==> config.mk <==
export PLATFORM = sky130hd
export DESIGN_NAME = i2c_master_register_access_core
export DESIGN_NICKNAME = d
export VERILOG_FILES = /design/src/rtl/i2cmra_pkg.sv /design/src/rtl/i2cmra_seq.sv /design/src/rtl/i2c_master_register_access_core.sv
export SDC_FILE = /design/constraint.sdc
export NUM_CORES = 1
export LEC_CHECK = 0
export BUFFER_PORTS_ARGS = -buffer_cell sky130_fd_sc_hd__buf_4
export CAP_MARGIN = 20
export CELL_PAD_IN_SITES_DETAIL_PLACEMENT = 1
export CELL_PAD_IN_SITES_GLOBAL_PLACEMENT = 2
export CORE_UTILIZATION = 40
export DETAILED_ROUTE_END_ITERATION = 7
export GPL_TIMING_DRIVEN = 0
export PLACE_DENSITY_LB_ADDON = 0.1
export SYNTH_ARGS = -nofsm -noshare
export SYNTH_HDL_FRONTEND = slang
export SYNTH_SLANG_ARGS = --single-unit
==> constraint.sdc <==
create_clock -name clk -period 4.3 [get_ports clk]
set_input_delay 0.43 -clock clk [delete_from_list [all_inputs] [get_ports clk]]
set_output_delay 0.43 -clock clk [all_outputs]
set_load 0.05 [all_outputs]
==> src/rtl/i2cmra_pkg.sv <==
package i2cmra_pkg;

  // Write buffer geometry
  localparam int WBUF_DEPTH = 16;
  localparam int WBUF_AW    = (WBUF_DEPTH > 1) ? $clog2(WBUF_DEPTH) : 1;
  localparam int WBUF_CW    = $clog2(WBUF_DEPTH + 1);

  // Operation codes
  localparam logic [1:0] OP_TICK  = 2'd0;
  localparam logic [1:0] OP_LOAD  = 2'd1;
  localparam logic [1:0] OP_BEGIN = 2'd2;

  // Bus sequencer segments; byte segments also use a 2-bit half-bit offset
  typedef enum logic [13:0] {
    SEG_IDLE      = 14'b00000000000001,
    SEG_S_SETUP   = 14'b00000000000010,
    SEG_S_COND    = 14'b00000000000100,
    SEG_DEVW      = 14'b00000000001000,
    SEG_REGH      = 14'b00000000010000,
    SEG_REGL      = 14'b00000000100000,
    SEG_WDAT      = 14'b00000001000000,
    SEG_RS_LOW    = 14'b00000010000000,
    SEG_RS_HIGH   = 14'b00000100000000,
    SEG_RS_COND   = 14'b00001000000000,
    SEG_DEVR      = 14'b00010000000000,
    SEG_RDAT      = 14'b00100000000000,
    SEG_STOP_LOW  = 14'b01000000000000,
    SEG_STOP_HIGH = 14'b10000000000000
  } seg_t;

  typedef struct packed {
    logic [1:0]  operation;
    logic        sda_in;
    logic [7:0]  data_byte;
    logic [7:0]  dev_addr;
    logic [15:0] reg_addr;
    logic        two_addr_bytes;
    logic        is_read;
    logic [15:0] byte_count;
  } item_t;

  typedef struct packed {
    logic       scl;
    logic       sda;
    logic       busy;
    logic [7:0] rdata;
    logic       rvalid;
    logic       done;
    logic       nack;
  } res_t;

endpackage

==> src/rtl/i2cmra_seq.sv <==
module i2cmra_seq (
  input  logic            clk,
  input  logic            rst,
  input  logic            step_en,
  input  i2cmra_pkg::item_t item,
  output i2cmra_pkg::res_t  res
);
  import i2cmra_pkg::*;

  localparam logic [WBUF_CW-1:0] WBUF_FULL = WBUF_CW'(WBUF_DEPTH);

  seg_t               seg, seg_next;
  logic [1:0]         off, off_next;
  logic [2:0]         bit_index, bit_index_next;
  logic [7:0]         shift_byte, shift_byte_next;
  logic [15:0]        bytes_left, bytes_left_next;
  logic [7:0]         saved_dev_addr, saved_dev_addr_next;
  logic [15:0]        saved_reg_addr, saved_reg_addr_next;
  logic [1:0]         saved_mode, saved_mode_next;
  logic [WBUF_CW-1:0] load_count, load_count_next;
  logic [WBUF_CW-1:0] send_index, send_index_next;
  logic               addr_nacked, addr_nacked_next;
  logic [7:0]         write_buffer [WBUF_DEPTH];
  logic [7:0]         wb_rdata;

  logic               wb_we;
  logic               in_byte;
  logic [15:0]        left_dec;
  logic [15:0]        nw_left;
  logic [WBUF_CW-1:0] nw_idx;
  logic [15:0]        load_ext;

  assign in_byte  = (seg == SEG_DEVW) || (seg == SEG_REGH) || (seg == SEG_REGL) ||
                    (seg == SEG_WDAT) || (seg == SEG_DEVR) || (seg == SEG_RDAT);
  assign left_dec = (bytes_left != 16'd0) ? bytes_left - 16'd1 : 16'd0;
  assign load_ext = 16'(load_count);

  // Next write byte: after a data byte the count and index move on in this step
  assign nw_idx  = (seg == SEG_WDAT) ? send_index + WBUF_CW'(1) : send_index;
  assign nw_left = (seg == SEG_WDAT) ? left_dec : bytes_left;

  always_comb begin
    seg_next            = seg;
    off_next            = off;
    bit_index_next      = bit_index;
    shift_byte_next     = shift_byte;
    bytes_left_next     = bytes_left;
    saved_dev_addr_next = saved_dev_addr;
    saved_reg_addr_next = saved_reg_addr;
    saved_mode_next     = saved_mode;
    load_count_next     = load_count;
    send_index_next     = send_index;
    addr_nacked_next    = addr_nacked;
    wb_we               = 1'b0;
    res.rdata           = 8'd0;
    res.rvalid          = 1'b0;
    res.done            = 1'b0;
    res.nack            = 1'b0;

    case (item.operation)
      OP_LOAD: begin
        if (seg == SEG_IDLE && load_count < WBUF_FULL) begin
          wb_we           = 1'b1;
          load_count_next = load_count + WBUF_CW'(1);
        end
      end
      OP_BEGIN: begin
        if (seg == SEG_IDLE) begin
          saved_dev_addr_next = item.dev_addr;
          saved_reg_addr_next = item.reg_addr;
          saved_mode_next     = {item.two_addr_bytes, item.is_read};
          addr_nacked_next    = 1'b0;
          if (item.is_read) begin
            bytes_left_next = item.byte_count;
          end else begin
            bytes_left_next = (item.byte_count < load_ext) ? item.byte_count : load_ext;
            send_index_next = '0;
            load_count_next = '0;
          end
          seg_next = SEG_S_SETUP;
        end
      end
      OP_TICK: begin
        if (seg != SEG_IDLE) begin
          if (in_byte) begin
            case (off)
              2'd1: begin
                shift_byte_next = {shift_byte[6:0], (seg == SEG_RDAT) & item.sda_in};
                if (bit_index == 3'd7) begin
                  bit_index_next = 3'd0;
                  off_next       = 2'd2;
                end else begin
                  bit_index_next = bit_index + 3'd1;
                  off_next       = 2'd0;
                end
              end
              2'd3: begin
                // ack phase ends: pick the following segment
                off_next       = 2'd0;
                bit_index_next = 3'd0;
                case (seg)
                  SEG_DEVW: begin
                    if (item.sda_in) begin
                      addr_nacked_next = 1'b1;
                      seg_next         = SEG_STOP_LOW;
                    end else if (saved_mode[1]) begin
                      seg_next        = SEG_REGH;
                      shift_byte_next = saved_reg_addr[15:8];
                    end else begin
                      seg_next        = SEG_REGL;
                      shift_byte_next = saved_reg_addr[7:0];
                    end
                  end
                  SEG_REGH: begin
                    seg_next        = SEG_REGL;
                    shift_byte_next = saved_reg_addr[7:0];
                  end
                  SEG_REGL, SEG_WDAT: begin
                    if (seg == SEG_WDAT) begin
                      send_index_next = nw_idx;
                      bytes_left_next = left_dec;
                    end
                    if (seg == SEG_REGL && saved_mode[0]) begin
                      seg_next = SEG_RS_LOW;
                    end else if (nw_left != 16'd0 && nw_idx < WBUF_FULL) begin
                      seg_next        = SEG_WDAT;
                      shift_byte_next = wb_rdata;
                    end else begin
                      seg_next = SEG_STOP_LOW;
                    end
                  end
                  SEG_DEVR: begin
                    if (bytes_left != 16'd0) begin
                      seg_next        = SEG_RDAT;
                      shift_byte_next = 8'd0;
                    end else begin
                      seg_next = SEG_STOP_LOW;
                    end
                  end
                  default: begin
                    res.rdata       = shift_byte;
                    res.rvalid      = 1'b1;
                    bytes_left_next = left_dec;
                    if (left_dec != 16'd0) begin
                      seg_next        = SEG_RDAT;
                      shift_byte_next = 8'd0;
                    end else begin
                      seg_next = SEG_STOP_LOW;
                    end
                  end
                endcase
              end
              default: off_next = off + 2'd1;
            endcase
          end else begin
            case (seg)
              SEG_S_SETUP: seg_next = SEG_S_COND;
              SEG_S_COND: begin
                seg_next        = SEG_DEVW;
                off_next        = 2'd0;
                bit_index_next  = 3'd0;
                shift_byte_next = {saved_dev_addr[7:1], 1'b0};
              end
              SEG_RS_LOW:  seg_next = SEG_RS_HIGH;
              SEG_RS_HIGH: seg_next = SEG_RS_COND;
              SEG_RS_COND: begin
                seg_next        = SEG_DEVR;
                off_next        = 2'd0;
                bit_index_next  = 3'd0;
                shift_byte_next = {saved_dev_addr[7:1], 1'b1};
              end
              SEG_STOP_LOW: seg_next = SEG_STOP_HIGH;
              default: begin
                seg_next         = SEG_IDLE;
                res.done         = 1'b1;
                res.nack         = addr_nacked;
                addr_nacked_next = 1'b0;
              end
            endcase
          end
        end
      end
      default: ;
    endcase

    // Pin levels after the step
    res.busy = (seg_next != SEG_IDLE);
    case (seg_next)
      SEG_DEVW, SEG_REGH, SEG_REGL, SEG_WDAT, SEG_DEVR, SEG_RDAT: begin
        res.scl = off_next[0];
        if (!off_next[1]) begin
          res.sda = (seg_next == SEG_RDAT) | shift_byte_next[7];
        end else begin
          res.sda = (seg_next == SEG_RDAT) ? (bytes_left_next <= 16'd1) : 1'b1;
        end
      end
      SEG_S_COND, SEG_RS_COND, SEG_STOP_HIGH: begin
        res.scl = 1'b1;
        res.sda = 1'b0;
      end
      SEG_RS_LOW: begin
        res.scl = 1'b0;
        res.sda = 1'b1;
      end
      SEG_STOP_LOW: begin
        res.scl = 1'b0;
        res.sda = 1'b0;
      end
      default: begin
        res.scl = 1'b1;
        res.sda = 1'b1;
      end
    endcase
  end

  always_ff @(posedge clk) begin
    if (rst) begin
      seg            <= SEG_IDLE;
      off            <= 2'd0;
      bit_index      <= 3'd0;
      shift_byte     <= 8'd0;
      bytes_left     <= 16'd0;
      saved_dev_addr <= 8'd0;
      saved_reg_addr <= 16'd0;
      saved_mode     <= 2'd0;
      load_count     <= '0;
      send_index     <= '0;
      addr_nacked    <= 1'b0;
    end else if (step_en) begin
      seg            <= seg_next;
      off            <= off_next;
      bit_index      <= bit_index_next;
      shift_byte     <= shift_byte_next;
      bytes_left     <= bytes_left_next;
      saved_dev_addr <= saved_dev_addr_next;
      saved_reg_addr <= saved_reg_addr_next;
      saved_mode     <= saved_mode_next;
      load_count     <= load_count_next;
      send_index     <= send_index_next;
      addr_nacked    <= addr_nacked_next;
    end
  end

  always_ff @(posedge clk) begin
    if (step_en && wb_we) begin
      write_buffer[load_count[WBUF_AW-1:0]] <= item.data_byte;
    end
    // next write byte fetched ahead; the buffer only changes while idle
    wb_rdata <= write_buffer[nw_idx[WBUF_AW-1:0]];
  end

endmodule

==> src/rtl/i2c_master_register_access_core.sv <==
// I2C master for single register reads and writes. Each transfer on the input
// channel is one command: load a write byte into the 16-entry buffer, begin a
// transaction, or a bus tick that advances SCL/SDA by one half-bit phase and
// samples SDA. Every command yields exactly one result transfer carrying the
// pin levels after that step plus busy, received byte, done and address-NACK
// flags. A command moves from the input register through the sequencer logic
// into the result register; one command is taken every clock, and only a
// stalled result register holds the input side back. Writes send
// min(byte_count, loaded bytes) from the buffer and empty it; reads ACK every
// byte but the last. A NACK on the first device address ends the transaction
// with STOP and raises nack_error with done_res.
module i2c_master_register_access_core (
  input  logic        clk,
  input  logic        rst,
  // command channel
  input  logic        in_valid,
  output logic        in_stall,
  input  logic [1:0]  operation,
  input  logic        sda_in,
  input  logic [7:0]  data_byte,
  input  logic [7:0]  dev_addr,
  input  logic [15:0] reg_addr,
  input  logic        two_addr_bytes,
  input  logic        is_read,
  input  logic [15:0] byte_count,
  // result channel
  output logic        out_valid,
  input  logic        out_stall,
  output logic        scl_out,
  output logic        sda_out,
  output logic        busy_res,
  output logic [7:0]  read_data,
  output logic        read_valid,
  output logic        done_res,
  output logic        nack_error
);
  import i2cmra_pkg::*;

  logic  s1_valid;
  item_t s1_item;
  logic  out_take;
  logic  step_en;
  res_t  step_res;

  // Result register frees up when empty or drained this cycle
  assign out_take = !out_valid || !out_stall;
  // Command in the input register goes through the sequencer
  assign step_en  = s1_valid && out_take;
  assign in_stall = s1_valid && !out_take;

  always_ff @(posedge clk) begin
    if (rst) begin
      s1_valid <= 1'b0;
    end else if (!in_stall) begin
      s1_valid <= in_valid;
    end
  end

  always_ff @(posedge clk) begin
    if (in_valid && !in_stall) begin
      s1_item.operation      <= operation;
      s1_item.sda_in         <= sda_in;
      s1_item.data_byte      <= data_byte;
      s1_item.dev_addr       <= dev_addr;
      s1_item.reg_addr       <= reg_addr;
      s1_item.two_addr_bytes <= two_addr_bytes;
      s1_item.is_read        <= is_read;
      s1_item.byte_count     <= byte_count;
    end
  end

  i2cmra_seq u_seq (
    .clk     (clk),
    .rst     (rst),
    .step_en (step_en),
    .item    (s1_item),
    .res     (step_res)
  );

  always_ff @(posedge clk) begin
    if (rst) begin
      out_valid <= 1'b0;
    end else if (out_take) begin
      out_valid <= s1_valid;
    end
  end

  always_ff @(posedge clk) begin
    if (step_en) begin
      scl_out    <= step_res.scl;
      sda_out    <= step_res.sda;
      busy_res   <= step_res.busy;
      read_data  <= step_res.rdata;
      read_valid <= step_res.rvalid;
      done_res   <= step_res.done;
      nack_error <= step_res.nack;
    end
  end

`ifndef SYNTHESIS
  // STOP completion leaves the bus released and the block idle
  a_done_idle: assert property (@(posedge clk) disable iff (rst)
    out_valid && done_res |-> !busy_res && scl_out && sda_out)
    else $error("done with bus not released or still busy");

  a_nack_done: assert property (@(posedge clk) disable iff (rst)
    out_valid && nack_error |-> done_res)
    else $error("address NACK reported without done");

  // A received byte is always followed by at least a STOP, never completion
  a_rdata_busy: assert property (@(posedge clk) disable iff (rst)
    out_valid && read_valid |-> busy_res && !done_res && !scl_out)
    else $error("read byte outside an active transaction");

  a_stall_full: assert property (@(posedge clk) disable iff (rst)
    in_stall |-> s1_valid && out_valid && out_stall)
    else $error("input stalled with room in the pipeline");

  // A held input command is processed in the cycle the result side frees up
  a_step_moves: assert property (@(posedge clk) disable iff (rst)
    step_en |=> out_valid)
    else $error("processed command did not reach the result register");
`endif

endmodule

==> results of run 1 <==
[logic make-up (layout without fill, tap and decap cells)]
| family | count (synthesis) | after routing | share of synthesized area |
|---|---|---|---|
| DFF | 283 | 283 | 0.563 |
| AOI/OAI and AO/OA | 342 | 342 | 0.177 |
| muxes | 14 | 14 | 0.0105 |
| and+or+nand+nor | 539 | 539 | 0.198 |
| xor gates and xnor gates | 14 | 14 | 0.00907 |
| buffers and inverters | 104 | 313 | 0.0318 |
| adders and majority gates | 12 | 12 | 0.0111 |
[through the flow]
stage                     power, W  hold slack (ns)  utilization  worst slack, ns
final                      0.00620           0.0201        0.503           0.0972
after detailed placement   0.00370            0.447        0.446           -0.542
after floorplan            0.00345            0.431            -            0.352
after CTS                  0.00617         0.000413        0.491          -0.0101
after global routing       0.00641         0.000907        0.503          -0.0312
after global placement     0.00369            0.443        0.444           -0.696
[sequential cells by signal, indices dropped and copies added (netlist names), 2 cells and up]
register / flops
u_seq.shift_byte: 8
u_seq.bit_index: 3
u_seq.off: 2
u_seq.write_buffer: 128
u_seq.seg: 14
s1_item: 52
u_seq.load_count: 5
u_seq.saved_mode: 2
u_seq.wb_rdata: 8
u_seq.send_index: 5
read_data: 8
u_seq.saved_dev_addr: 7
u_seq.bytes_left: 16
u_seq.saved_reg_addr: 16
[cell type report]
type                            instances  area (um2)
Inverter                               14        52.6
Sequential cell                       283        7620
Timing Repair Buffer                  158        1310
Clock inverter                         12        68.8
Fill cell                            3649       16300
Multi-Input combinational cell        921        5740
Clock buffer                           43         821
Buffer                                 86         384
Tap cell                              442         553
[power breakdown]
group	switching (W)	internal, W	leakage (nW)
registers	0.0000624	0.00297	2.51
logic	0.000463	0.000300	2.62
clock network	0.00108	0.00132	0.431
total	0.00161	0.00459	5.56
[repair_timing]
action | 4_1_cts | 5_1_grt
hold endpoints to repair | 39 | 0
hold buffers | 39 | 0
gates resized for setup | 26 | 51
buffers inserted | 10 | 31
setup endpoints to repair | 18 | 16
pin swaps | 8 | 19
[cells in the mapped netlist (6+ instances only)]
master,n
nor4b_1,14
a31oi_1,26
nor3_1,40
a22oi_1,9
xnor2_1,9
clkbuf_1,77
a311oi_1,18
nor2b_1,6
mux2i_1,12
and3_1,15
o22ai_1,6
ha_1,12
edfxtp_1,194
nor2_1,110
o21ai_0,39
and2_1,25
nand2_1,197
dfxtp_1,89
o31ai_1,10
inv_1,14
a21oi_1,97
or4_1,8
nor4_1,18
and2_0,19
nand2b_1,16
a21o_1,10
nand4_1,14
nand3_1,20
or3_1,11
a211oi_1,62
[path summary, 6_finish.rpt]
check                                                     startpoint                              endpoint  slack (ns)  depth (start not counted)
worst max register to register     u_seq.bytes_left[12]$_SDFFE_PP0P_                     sda_out$_DFFE_PP_         0.1                         13
worst min-delay path                                     reg_addr[0]                 s1_item[18]$_DFFE_PP_        0.02                          1
worst min register to register  u_seq.saved_reg_addr[3]$_SDFFE_PP0P_  u_seq.saved_reg_addr[3]$_SDFFE_PP0P_        0.45                          2
worst max-delay path               u_seq.bytes_left[12]$_SDFFE_PP0P_                     sda_out$_DFFE_PP_         0.1                         13
[critical path, delay by kind of cell, from the launching register on]
family | cells | cell delay (ns)
AOI/OAI and AO/OA | 5 | 1.29
buffers and inverters | 2 | 0.25
and+or+nand+nor | 5 | 1.80
muxes | 1 | 0.28
DFF | 1 | 0.31
[metal layers]
layer / track usage / vias to the layer above / part of all wire
met5: 0 / - / 0
met4: 0.0797 / 0 / 0.027
met3: 0.0364 / 77 / 0.044
met2: 0.477 / 273 / 0.50
met1: 0.352 / 5763 / 0.43
li1: - / 5292 / -
==> results.yml, run 1 <==
timing:
  max_slew_margin: 0.287
  worstMarginPinSlew_ns: 1.06
  hold_viol: 0
  maxSlewViolCount: 0
  rsz0062_at_grt: "yes"
  setup_viol: 0
  fmax_mhz: 238
  fin_skew_ns: 0.0176
  finalSetupTns_ns: 0
  post-route-period-util: 0.977
  finalCriticalPeriod_ns: 4.20
layout:
  area_growth_pct: 22.4
  drive_above_1_share: 0.164
  layout_commonest_cell: "nand2_1"
  stdcell_area_mm2: 0.0165
  mostFrequentLayoutCells: "nand2_1, edfxtp_1, buf_4, nor2_1, a21oi_1"
  fin_cells: 1959
  n_antenna_cell: 0
  final_nets: 1564
die:
  die_area_mm2: 0.0345
  die_h_um: 186
  die_w_um: 186
  coreArea_mm2: 0.0329
  rows: 66
  io_pins: 73
  start_util: 0.411
worst_setup_path:
  crit_arrival_ns: 4.54
  crit_chain: "buf_6, or4_4, or4_4, or2_1, buf_6, a2111oi_4, a2bb2oi_2, a31oi_4, a2111oi_4, nand2_2, nor4b_4, mux2i_1, a21oi_2"
  path_max_fanout: 5
  critPathRequiredTime_ns: 4.64
  startpoint_type: "flop"
  crit_type: "reg -> reg"
  cp-end-kind: "flop"
  worst_path_max_delay_cell: "or4_4"
  cpPeakStageDelay_ns: 0.55
place:
  place_area_mm2: 0.0146
  numPortBuffers: 70
  gp_congestion: 0.954
  dpl.hpwl_mm: 33.6
  placed_cells: 1824
logic_synthesis:
  synth_cells: 1308
  synth_area_mm2: 0.0135
  ys_seq_elements: 283
  synth.distinct_cells: 83
  ys_top_cells_by_area: "edfxtp_1, dfxtp_1, nand2_1, a21oi_1, a211oi_1"
  synth_largest_area_cell: "edfxtp_1"
  synth_fp_nets: 1377
  syn-mean-instance-area_um2: 10.3
  synth_edf_count: 194
  ys.warnings.count: 0
  ys_seq_area_frac: 0.563
  synth_ff_type: "edfxtp_1"
  postSynth.asyncResetShare: 0
  synth_top_area_share: 0.431
grt:
  grt_use_total: 0.274
  grt_first_pass_wirelength_mm: 70.0
  grt_pass1_vias: 11500
  antenna_found_initial: 0
  gr-total-overflow: 0
  grt_max_degree: 28
routing:
  first_pass_iters: 6
  routed_via_density: 5.82
  drt_iter0_markers: 801
  antenna_left: 0
  drc: 0
  wl_per_cell_um: 23.8
  drt-total-wl_mm: 46.7
  vias: 11400
power:
  p_per_area_mw_per_mm2: 375
  irDropWorstVdd_mv: 0.349
  leakagePower_nw: 5.56
run_status:
  status: "finished, final reports clean"
cts:
  clk_latency_ns: 0.60
  clock-sinks: 283
  cts_buffer_depth: 3
  cts_tree: "built"
  h-tree-depth: 1
  clk_pin_slew_worst_paths_ns: 0.06
  cts-buffers-inserted: 31
  cts-root-buf: "clkbuf_16"
run:
  cap_violations: 0
worst_hold_path:
  hold_class: "in -> reg"
No activity file was read; power rests on OpenSTA's default activity.
==> inputs of run 2 (changes only) <==
--- a/config.mk
+++ b/config.mk
@@ -13,4 +13,5 @@
 export DETAILED_ROUTE_END_ITERATION = 7
 export GPL_TIMING_DRIVEN = 0
+export MAX_ROUTING_LAYER = met4
 export PLACE_DENSITY_LB_ADDON = 0.1
 export SYNTH_ARGS = -nofsm -noshare
==> constraint.sdc (replaced) <==
create_clock -name clk -period 4.3 [get_ports clk]
set_input_delay 0.43 -clock clk [delete_from_list [all_inputs] [get_ports clk]]
set_output_delay 0.43 -clock clk [all_outputs]
set_load 0.01 [all_outputs]
==> results.yml, run 2 (synthesis results as in run 1) <==
routing:
  wl_per_cell_um: 24.2
  vias: 11100
  drt_iter0_markers: 910
  antenna_left: 0
  drt-total-wl_mm: 46.1
  first_pass_iters: 6
  routed_via_density: 5.81
  drc: 0
layout:
  layout_commonest_cell: "nand2_1"
  mostFrequentLayoutCells: "nand2_1, edfxtp_1, nor2_1, buf_4, a21oi_1"
  multi_input_area_mm2: 0.00567
  final_nets: 1509
  seq_area_mm2: 0.00761
  drive_above_1_share: 0.154
  area_growth_pct: 18.9
  n_fill_cell: 3704
  fin_cells: 1906
  largest_register_ffs: 128
  n_antenna_cell: 0
cts:
  clk_latency_ns: 0.54
  cts_tree: "built"
  cts-buffers-inserted: 34
  h-tree-depth: 2
  clock-sinks: 283
  cts-root-buf: "clkbuf_16"
  cts_buffer_depth: 3
  clk_pin_slew_worst_paths_ns: 0.07
place:
  dpl.hpwl_mm: 33.8
  placed_cells: 1823
  pre_cts_ws_ns: -0.632
  numPortBuffers: 70
  gp_congestion: 0.972
die:
  start_util: 0.411
  rows: 66
  io_pins: 73
  die_area_mm2: 0.0345
  coreArea_mm2: 0.0329
  die_h_um: 186
  die_w_um: 186
worst_setup_path:
  reg2reg_slack_ns: -0.03
  worstSetupStartpoint: "u_seq.seg[5]$_SDFFE_PP0P_"
  path_max_fanout: 10
  cp-end-kind: "flop"
  crit_type: "reg -> reg"
  crit_arrival_ns: 4.72
  critPathRequiredTime_ns: 4.69
  startpoint_type: "flop"
  r2r-start: "u_seq.seg[5]$_SDFFE_PP0P_"
run_status:
  violations: "negative setup slack"
  status: "finished, violations left"
timing:
  hold_viol: 0
  finalCriticalPeriod_ns: 4.33
  fmax_mhz: 231
  rsz0062_at_grt: "yes"
  post-route-period-util: 1.01
  setup_slack_ns: -0.0325
  maxSlewViolCount: 0
  setup_viol: 1
  fin_skew_ns: 0.0226
  max_slew_margin: 0.264
  finalSetupTns_ns: -0.0325
  worstMarginPinSlew_ns: 1.09
grt:
  grt_first_pass_wirelength_mm: 69.0
  grt_use_met1: 0.353
  grt_max_degree: 28
  grt_pass1_vias: 11200
  grt_busiest_layer: "met2"
  met2_usage: 0.471
  use_met3: 0.0352
  gr-total-overflow: 0
  antenna_found_initial: 0
  grt_use_total: 0.280
run:
  cap_violations: 0
power:
  p_per_area_mw_per_mm2: 402
  leakagePower_nw: 5.35
  irDropWorstVdd_mv: 0.308
worst_hold_path:
  hold_class: "in -> reg"
  hp-start: "byte_count[15]"
## run 2: cell types whose count changed in the layout (fill, tap and decap cells not counted), moves of 3 or more
cell           previous run  this run
dfxtp_2                   4         0
dlygate4sd3_1            39         0
clkbuf_16                31        34
dfxtp_1                  83        87
buf_4                   112        96
## run 2: path summary, 6_finish.rpt
check                                         end  cells past startpoint
max                             sda_out$_DFFE_PP_                     13
min                         s1_item[15]$_DFFE_PP_                      1
max reg2reg                     sda_out$_DFFE_PP_                     13
min reg2reg  u_seq.saved_reg_addr[3]$_SDFFE_PP0P_                      2
## run 2: what timing repair did
item	CTS	global route
setup endpoints to repair	18	17
pin swaps	7	14
hold buffers	0	0
gates resized for setup	24	29
buffers inserted	4	18
## run 2: final cells by class
cell class,instances,area share
Clock buffer,46,0.0570
Inverter,14,0.00342
Multi-Input combinational cell,921,0.352
Tap cell,442,0.0344
Buffer,85,0.0233
Clock inverter,14,0.00903
Sequential cell,283,0.474
Timing Repair Buffer,101,0.0470
## run 2: metal layers
metal,wire length (um),share of wire
met1,20100,0.44
met2,23000,0.50
met3,1820,0.039
met4,1220,0.026
met5,0,0
## run 2: critical path: stages (launching register included)
cell and delay [ns]:
dfxtp_1 0.36, clkbuf_2 0.23, or4_1 0.63, nor4_4 0.38, a21o_1 0.19, buf_4 0.22
o21ai_0 0.16, a32o_1 0.31, a21oi_1 0.25, nand2_1 0.10, or4_1 0.61, o41ai_4 0.45
mux2i_2 0.15, a21oi_2 0.14
## run 2: power by group
part,internal [W],total [W],switching [W]
Combinational,0.000238,0.000653,0.000414
Clock,0.00163,0.00277,0.00115
Sequential,0.00297,0.00303,0.0000638
## run 2: stage by stage
| step | util | instance area, um2 | hold slack (ns) | power (W) |
|---|---|---|---|---|
| final | 0.489 | 16100 | 0.0723 | 0.00646 |
| after global routing | 0.489 | 16100 | 0.0523 | 0.00666 |
| after CTS | 0.481 | 15800 | 0.0525 | 0.00647 |
| after global placement | 0.444 | 14600 | 0.444 | 0.00367 |
| after detailed placement | 0.445 | 14600 | 0.447 | 0.00367 |
| after floorplan | - | 13500 | 0.431 | 0.00343 |
==> inputs of run 3 (changes only) <==
CORE_ASPECT_RATIO = 1.5   (was default)
==> results.yml, run 3 (synthesis results as in run 1) <==
worst_setup_path:
  crit_type: "reg -> reg"
  cp-end-kind: "flop"
  crit_chain: "inv_2, ha_4, buf_6, or3b_4, or4_4, or2_0, buf_6, a2111oi_4, a2bb2oi_2, a31oi_4, a2111oi_4, nand2_2, nor4b_4, mux2i_1, a21oi_2"
  startpoint_type: "flop"
  path_max_fanout: 5
  critPathRequiredTime_ns: 4.62
  cpPeakStageDelay_ns: 0.53
  worst_path_max_delay_cell: "a2111oi_4"
  reg2reg_slack_ns: -0.04
  crit_arrival_ns: 4.66
cts:
  clock-sinks: 283
  clk_latency_ns: 0.57
  cts_tree: "built"
  h-tree-depth: 1
  clk_pin_slew_worst_paths_ns: 0.07
  cts-root-buf: "clkbuf_16"
  cts-buffers-inserted: 29
  cts_buffer_depth: 3
timing:
  rsz0062_at_grt: "yes"
  worstMarginPinSlew_ns: 0.982
  setup_slack_ns: -0.0450
  hold_viol: 0
  fmax_mhz: 230
  max_slew_margin: 0.339
  fin_skew_ns: 0.0153
  setup_viol: 1
  post-route-period-util: 1.01
  finalCriticalPeriod_ns: 4.34
  maxSlewViolCount: 0
routing:
  drt_iter0_markers: 644
  routed-wl-met2_mm: 26.8
  antenna_left: 0
  wl_met1_mm: 18.2
  vias: 11200
  routed_via_density: 5.97
  met3_length_mm: 1.48
  drc: 2
  first_pass_iters: 8
  drt-total-wl_mm: 48.8
  highest_layer: "met4"
  wl_per_cell_um: 26.0
die:
  die_w_um: 152
  start_util: 0.405
  rows: 82
  die_h_um: 227
  io_pins: 73
  die_area_mm2: 0.0346
  coreArea_mm2: 0.0333
grt:
  grt_pass1_vias: 11800
  grt_use_total: 0.295
  gr-total-overflow: 0
  grt_max_degree: 31
  grt_first_pass_wirelength_mm: 73.2
  antenna_found_initial: 0
layout:
  final_nets: 1505
  largest_register_ffs: 128
  drive_above_1_share: 0.154
  n_antenna_cell: 0
  layout_commonest_cell: "nand2_1"
  mostFrequentLayoutCells: "nand2_1, edfxtp_1, nor2_1, a21oi_1, buf_4"
  area_growth_pct: 18.0
run_status:
  status: "finished, violations left"
  violations: "design-rule violations, negative setup slack"
power:
  finalPower_w: 0.00628
  irDropWorstVdd_mv: 0.370
  leakagePower_nw: 5.30
  p_per_area_mw_per_mm2: 393
worst_hold_path:
  hold_class: "in -> reg"
place:
  pre_cts_ws_ns: -0.890
  numPortBuffers: 70
  gp_congestion: 0.931
  dpl.hpwl_mm: 36.9
run:
  cap_violations: 0
## run 3: cell count changes in the layout (fill, tap and decap cells not counted), sizes merged
cell / before / now
inv: 15 / 16
clkinvlp: 1 / 3
clkbuf: 121 / 109
bufinv: 2 / 4
## run 3: routing by layer
layer	track usage	up-vias
li1	-	5180
met1	0.301	5638
met2	0.564	264
met3	0.0272	119
met4	0.145	0
met5	-	-
## run 3: critical path: cells and delay by family, from the launching register on
family          cells  cell delay (ns)
compound gates      5             1.40
fa+ha+maj           1             0.12
buf+inv             3             0.29
flops               1             0.37
mux                 1             0.26
simple gates        5             1.63
## run 3: layout make-up
cell class / instances / area [um2]
Fill cell: 3693 / 17400
Clock buffer: 33 / 741
Timing Repair Buffer: 98 / 733
Buffer: 89 / 394
Tap cell: 420 / 526
Multi-Input combinational cell: 921 / 5690
Inverter: 14 / 52.6
Clock inverter: 19 / 206
Sequential cell: 283 / 7610
## run 3: per-stage QoR
| step | setup TNS [ns] | utilization | hold WS [ns] | area, um2 | std cells |
|---|---|---|---|---|---|
| after CTS | 0 | 0.474 | 0.0124 | 15800 | 1868 |
| after detailed placement | -5.56 | 0.439 | 0.449 | 14600 | 1805 |
| after floorplan | 0 | - | 0.431 | 13500 | 1308 |
| final | -0.0450 | 0.479 | 0.0390 | 16000 | 1877 |
| after global placement | -39.04 | 0.437 | 0.439 | 14600 | 1798 |
| after global routing | -0.253 | 0.479 | 0.0148 | 16000 | 1877 |
## run 3: path summary, 6_finish.rpt
check | startpoint | end | cells past startpoint
setup / recovery | u_seq.bytes_left[1]$_SDFFE_PP0P_ | sda_out$_DFFE_PP_ | 15
hold / removal | data_byte[5] | s1_item[47]$_DFFE_PP_ | 1
setup reg to reg | u_seq.bytes_left[1]$_SDFFE_PP0P_ | sda_out$_DFFE_PP_ | 15
hold reg to reg | u_seq.saved_dev_addr[5]$_SDFFE_PP0P_ | u_seq.saved_dev_addr[5]$_SDFFE_PP0P_ | 2
## run 3: timing repair
| action | in CTS | in global routing |
|---|---|---|
| resized for setup | 33 | 28 |
| buffers inserted | 11 | 9 |
| pin swaps | 9 | 10 |
| setup endpoints to repair | 20 | 15 |
| hold buffers | 0 | 0 |
## run 3: report_power, final
| group | switching (W) | total [W] | internal (W) |
|---|---|---|---|
| Clock | 0.00110 | 0.00257 | 0.00148 |
| Sequential | 0.0000621 | 0.00303 | 0.00297 |
| Combinational | 0.000432 | 0.000672 | 0.000240 |
| Total | 0.00159 | 0.00628 | 0.00468 |
